$ cat src/hdl/gtp_pkg.sv
// ============================================================================
// gtp_pkg
// Shared constants, register indexes and types for the go-to-point law.
// ============================================================================
package gtp_pkg;

    localparam int CMD_MAX      = 16383;
    localparam int CMD_MIN      = -16384;
    localparam int SQRT_STEPS   = 32;
    localparam int DIV_STEPS    = 15;
    localparam int CORDIC_STEPS = 16;

    localparam logic signed [20:0] PI_Q16      = 21'sd205887;
    localparam logic signed [20:0] HALF_PI_Q16 = 21'sd102944;
    localparam logic signed [18:0] CORDIC_K    = 19'sd39797;

    typedef enum logic [2:0] {
        REG_TARGET_X       = 3'd0,
        REG_TARGET_Y       = 3'd1,
        REG_ARRIVAL_RADIUS = 3'd2,
        REG_LINEAR_GAIN    = 3'd3,
        REG_ANGULAR_GAIN   = 3'd4
    } reg_idx_t;

    // operands for the unit-vector unit
    typedef struct packed {
        logic [33:0] dist_sq;
        logic [16:0] mag_x;
        logic [16:0] mag_y;
        logic        neg_x;
        logic        neg_y;
    } uv_in_t;

    function automatic logic signed [20:0] atan_q16(input int unsigned idx);
        logic signed [20:0] a;
        case (idx)
            0:       a = 21'sd51472;
            1:       a = 21'sd30386;
            2:       a = 21'sd16055;
            3:       a = 21'sd8150;
            4:       a = 21'sd4091;
            5:       a = 21'sd2047;
            6:       a = 21'sd1024;
            7:       a = 21'sd512;
            8:       a = 21'sd256;
            9:       a = 21'sd128;
            10:      a = 21'sd64;
            11:      a = 21'sd32;
            12:      a = 21'sd16;
            13:      a = 21'sd8;
            14:      a = 21'sd4;
            15:      a = 21'sd2;
            default: a = 21'sd0;
        endcase
        return a;
    endfunction

endpackage

$ cat src/hdl/gtp_cordic.sv
// ============================================================================
// gtp_cordic
// Pipelined rotation-mode CORDIC: sine and cosine of a Q3.13 heading in Q16.
// ============================================================================
module gtp_cordic
    import gtp_pkg::*;
(
    input  logic               clk,
    input  logic               en,
    input  logic signed [15:0] heading,
    output logic signed [18:0] sin_q,
    output logic signed [18:0] cos_q
);

    logic signed [18:0] x_reg    [CORDIC_STEPS];
    logic signed [18:0] y_reg    [CORDIC_STEPS];
    logic signed [20:0] z_reg    [CORDIC_STEPS];
    logic               flip_reg [CORDIC_STEPS];

    logic signed [20:0] z_raw;
    logic signed [20:0] z_fold;
    logic               flip_fold;

    // reduce by pi into [-pi/2, pi/2]
    always_comb
    begin
        z_raw     = 21'(heading) <<< 3;
        z_fold    = z_raw;
        flip_fold = 1'b0;
        if (z_raw > HALF_PI_Q16)
        begin
            z_fold    = z_raw - PI_Q16;
            flip_fold = 1'b1;
        end
        else if (z_raw < -HALF_PI_Q16)
        begin
            z_fold    = z_raw + PI_Q16;
            flip_fold = 1'b1;
        end
    end

    for (genvar i = 0; i < CORDIC_STEPS; i++)
    begin : g_step
        logic signed [18:0] x_src;
        logic signed [18:0] y_src;
        logic signed [20:0] z_src;
        logic               f_src;
        logic signed [18:0] x_next;
        logic signed [18:0] y_next;
        logic signed [20:0] z_next;

        if (i == 0)
        begin : g_first
            assign x_src = CORDIC_K;
            assign y_src = 19'sd0;
            assign z_src = z_fold;
            assign f_src = flip_fold;
        end
        else
        begin : g_rest
            assign x_src = x_reg[i-1];
            assign y_src = y_reg[i-1];
            assign z_src = z_reg[i-1];
            assign f_src = flip_reg[i-1];
        end

        always_comb
        begin
            if (z_src >= 0)
            begin
                x_next = x_src - (y_src >>> i);
                y_next = y_src + (x_src >>> i);
                z_next = z_src - atan_q16(i);
            end
            else
            begin
                x_next = x_src + (y_src >>> i);
                y_next = y_src - (x_src >>> i);
                z_next = z_src + atan_q16(i);
            end
        end

        always_ff @(posedge clk)
        begin
            if (en)
            begin
                x_reg[i]    <= x_next;
                y_reg[i]    <= y_next;
                z_reg[i]    <= z_next;
                flip_reg[i] <= f_src;
            end
        end
    end

    assign cos_q = flip_reg[CORDIC_STEPS-1] ? -x_reg[CORDIC_STEPS-1] : x_reg[CORDIC_STEPS-1];
    assign sin_q = flip_reg[CORDIC_STEPS-1] ? -y_reg[CORDIC_STEPS-1] : y_reg[CORDIC_STEPS-1];

endmodule

$ cat config.mk
export PLATFORM = sky130hd
export DESIGN_NAME = gtp_cordic
export DESIGN_NICKNAME = d
export VERILOG_FILES = /design/src/hdl/gtp_pkg.sv /design/src/hdl/gtp_cordic.sv
export SDC_FILE = /design/constraint.sdc
export NUM_CORES = 2
export LEC_CHECK = 0
export BUFFER_PORTS_ARGS = -buffer_cell sky130_fd_sc_hd__buf_2
export CORE_UTILIZATION = 45
export CTS_CLUSTER_SIZE = 28
export DETAILED_ROUTE_END_ITERATION = 8
export GPL_TIMING_DRIVEN = 0
export SLEW_MARGIN = 20
export SYNTH_ARGS = -nofsm -noshare
export SYNTH_HDL_FRONTEND = slang
export SYNTH_SLANG_ARGS = --single-unit
$ cat constraint.sdc
create_clock -name clk -period 10.1 [get_ports clk]
set_input_delay 1.01 -clock clk [delete_from_list [all_inputs] [get_ports clk]]
set_output_delay 1.01 -clock clk [all_outputs]
set_load 0.005 [all_outputs]
==> flow_summary_export.csv <==
group,metric,value,unit
outcome,status,"complete, but fails checks",
outcome,violations,"DRC",
grt,first_global_vias,45290,
logic_synthesis,ys_seq_area_frac,0.3941,
logic_synthesis,synthSimpleGateAreaFrac,0.1369,
logic_synthesis,synth-adder-area-share,0.1668,
sta,skew,32.91,ps
logic_synthesis,synth_edf_count,857,
cts,cts_tree,"yes",
floorplan,num_io_pins,56,
sta,finalSetupViolCount,0,
cts,postCtsSetupBuffers,0,
sta,fin_crit,6021,ps
layout,fillers,13110,
min_path,hold_path_class,"reg2reg",
sta,max_freq,0.1661,GHz
logic_synthesis,netlist_area,0.06530,mm2
grt,grt_pass1_wl,232900,um
setup_path,critical_path_class,"reg2reg",
logic_synthesis,synth_flop_cell,"edfxtp_1",
flow_run,drv_cap,0,
place,dpl.hpwl,110600,um
cts,cts_hold_buf,0,
setup_path,endpoint_kind,"flop",
drt,ant_nets,0,
layout,multi_input_area,0.03812,mm2
sta,max_slew_margin,0.3538,
setup_path,critical_path_required,10520,ps
cts,cts.clk_slew.worst_paths,60,ps
place,gp_congestion,0.8806,
cts,cts-buffers-inserted,102,
cts,cts-root-buf,"clkbuf_16",
drt,routedWlPerCell,16.71,um
floorplan,fp.dieW,382.9,um
floorplan,core_area,0.1438,mm2
grt,gr-total-overflow,0,
logic_synthesis,synthArstFlopShare,0,
sta,worstMarginPinSlew,968.2,ps
floorplan,num_rows,139,
layout,diodes,0,
floorplan,die_y,382.9,um
sta,rsz0062_at_grt,"no",
drt,via_per_inst,5.527,
cts,cts_resized,0,
layout,area_growth,9.500,%
drt,drc_errors,4,
cts,numClockSinks,857,
cts,cts_buffer_depth,3,
logic_synthesis,synth_area_per_cell,10.14,um2
logic_synthesis,ys_warn_count,0,
setup_path,start_kind,"flop",
grt,grt_use_total,0.1936,
floorplan,start_util,0.4540,
logic_synthesis,yosys_register_bits,857,
layout,regArea,0.02573,mm2
drt,wirelength,143500,um
sta,whs,404.8,ps
setup_path,crit_arrival,6450,ps
logic_synthesis,syn_inst,6443,
drt,firstDrtPassIters,8,
logic_synthesis,synth.distinct_cells,79,
logic_synthesis,synth_area_leaders,"edfxtp_1, ha_1, xnor2_1",
grt,antenna_found_initial,1,
logic_synthesis,synth_xor_area_frac,0.1161,
setup_path,crit_fanout,17,
place,port-buffer-count,47,
grt,grt_max_degree,151,
cts,clk-insertion-delay-late,710,ps
sta,finalHoldViolCount,0,
drt,vias,47480,
layout,finalNetCount,7463,
logic_synthesis,synth_top_area_frac,0.3941,
cts,htree_levels,3,
layout,largest_register_ffs,283,
layout,drive_gt1_frac,0.04635,
logic_synthesis,yosys-top-cells-count,"edfxtp_1, ha_1, xnor2_1, nor2_1, nand2_1",
logic_synthesis,synthMuxAreaShare,0.003104,
logic_synthesis,yosysMostFrequentCell,"edfxtp_1",
drt,drtIter0Drc,2876,
floorplan,die_area,0.1466,mm2
sta,slew_viol_final,0,
logic_synthesis,synth-compound-area-share,0.1606,
logic_synthesis,synth_top_family_by_area,"adder cells",
logic_synthesis,yosys.area.top_type,"edfxtp_1",
sta,min_period_over_period,0.5961,
-- cell usage in the layout, fill, tap and decap left out, types with 214 or more instances in the layout --
master,netlist,layout
a21oi_1,391,391
nor3_1,214,214
xor2_1,259,259
inv_1,313,313
o21ai_0,365,365
edfxtp_1,857,857
nor2_1,578,578
ha_1,797,797
nand2_1,403,403
xnor2_1,603,603
-- per-stage QoR --
step	std cells	util	area, um2	setup WS, ps	setup TNS [ps]
final	8591	0.4972	71510	4079	0
after global routing	8591	0.4972	71510	3567	0
after CTS	8591	0.4972	71510	4182	0
after detailed placement	8401	0.4735	68110	3821	0
after global placement	8395	0.4723	67930	-5550	-4584000
after floorplan	6445	-	65310	4685	0
-- layer usage --
metal,wire (um),GRT usage,up-vias
met5,13,0,-
met4,3864,0.06237,2
met3,6331,0.02396,168
met2,63980,0.3094,801
met1,69340,0.2716,22340
li1,-,-,24170
-- layout make-up --
cell class	instances	share of cell area
flip-flops and latches	857	0.3599
repair buffers	53	0.005809
well taps	1903	0.03330
multi-input cells	5204	0.5330
inverters	315	0.01654
clock buffers	120	0.03753
clock inverters	70	0.01001
plain buffers	69	0.003885
-- cells by family (layout without fill, tap and decap cells) --
group	count (synthesis)	count (layout)
muxes	20	20
and+or+nand+nor	1873	1873
other	1	3
DFF	857	857
adders and majority gates	843	843
buffers and inverters	384	627
AOI/OAI and AO/OA	1601	1601
xor gates and xnor gates	864	864
-- critical path, stage by stage (launching register included) --
cell and delay [ps]:
edfxtp_1 830, clkbuf_1 460, clkbuf_1 480, mux2i_1 260, fa_1 480, a21o_1 180
a21oi_1 240, nor2b_1 70, o21a_1 180, o41ai_1 640, o21ai_0 340, o41ai_1 750
o21ai_0 280, o41ai_1 390, xnor2_1 140
-- path summary, 6_finish.rpt --
path	start	end	slack (ps)	depth (start not counted)
worst max-delay path	z_reg[0][83]	x_reg[0][94]	4080	14
worst min-delay path	z_reg[1][45]	z_reg[1][66]	400	0
worst max register to register	z_reg[0][83]	x_reg[0][94]	4080	14
worst min register to register	z_reg[1][45]	z_reg[1][66]	400	0
Power is not shown: default switching activity piles up to over one toggle a cycle in this logic, so the estimate is an artifact.
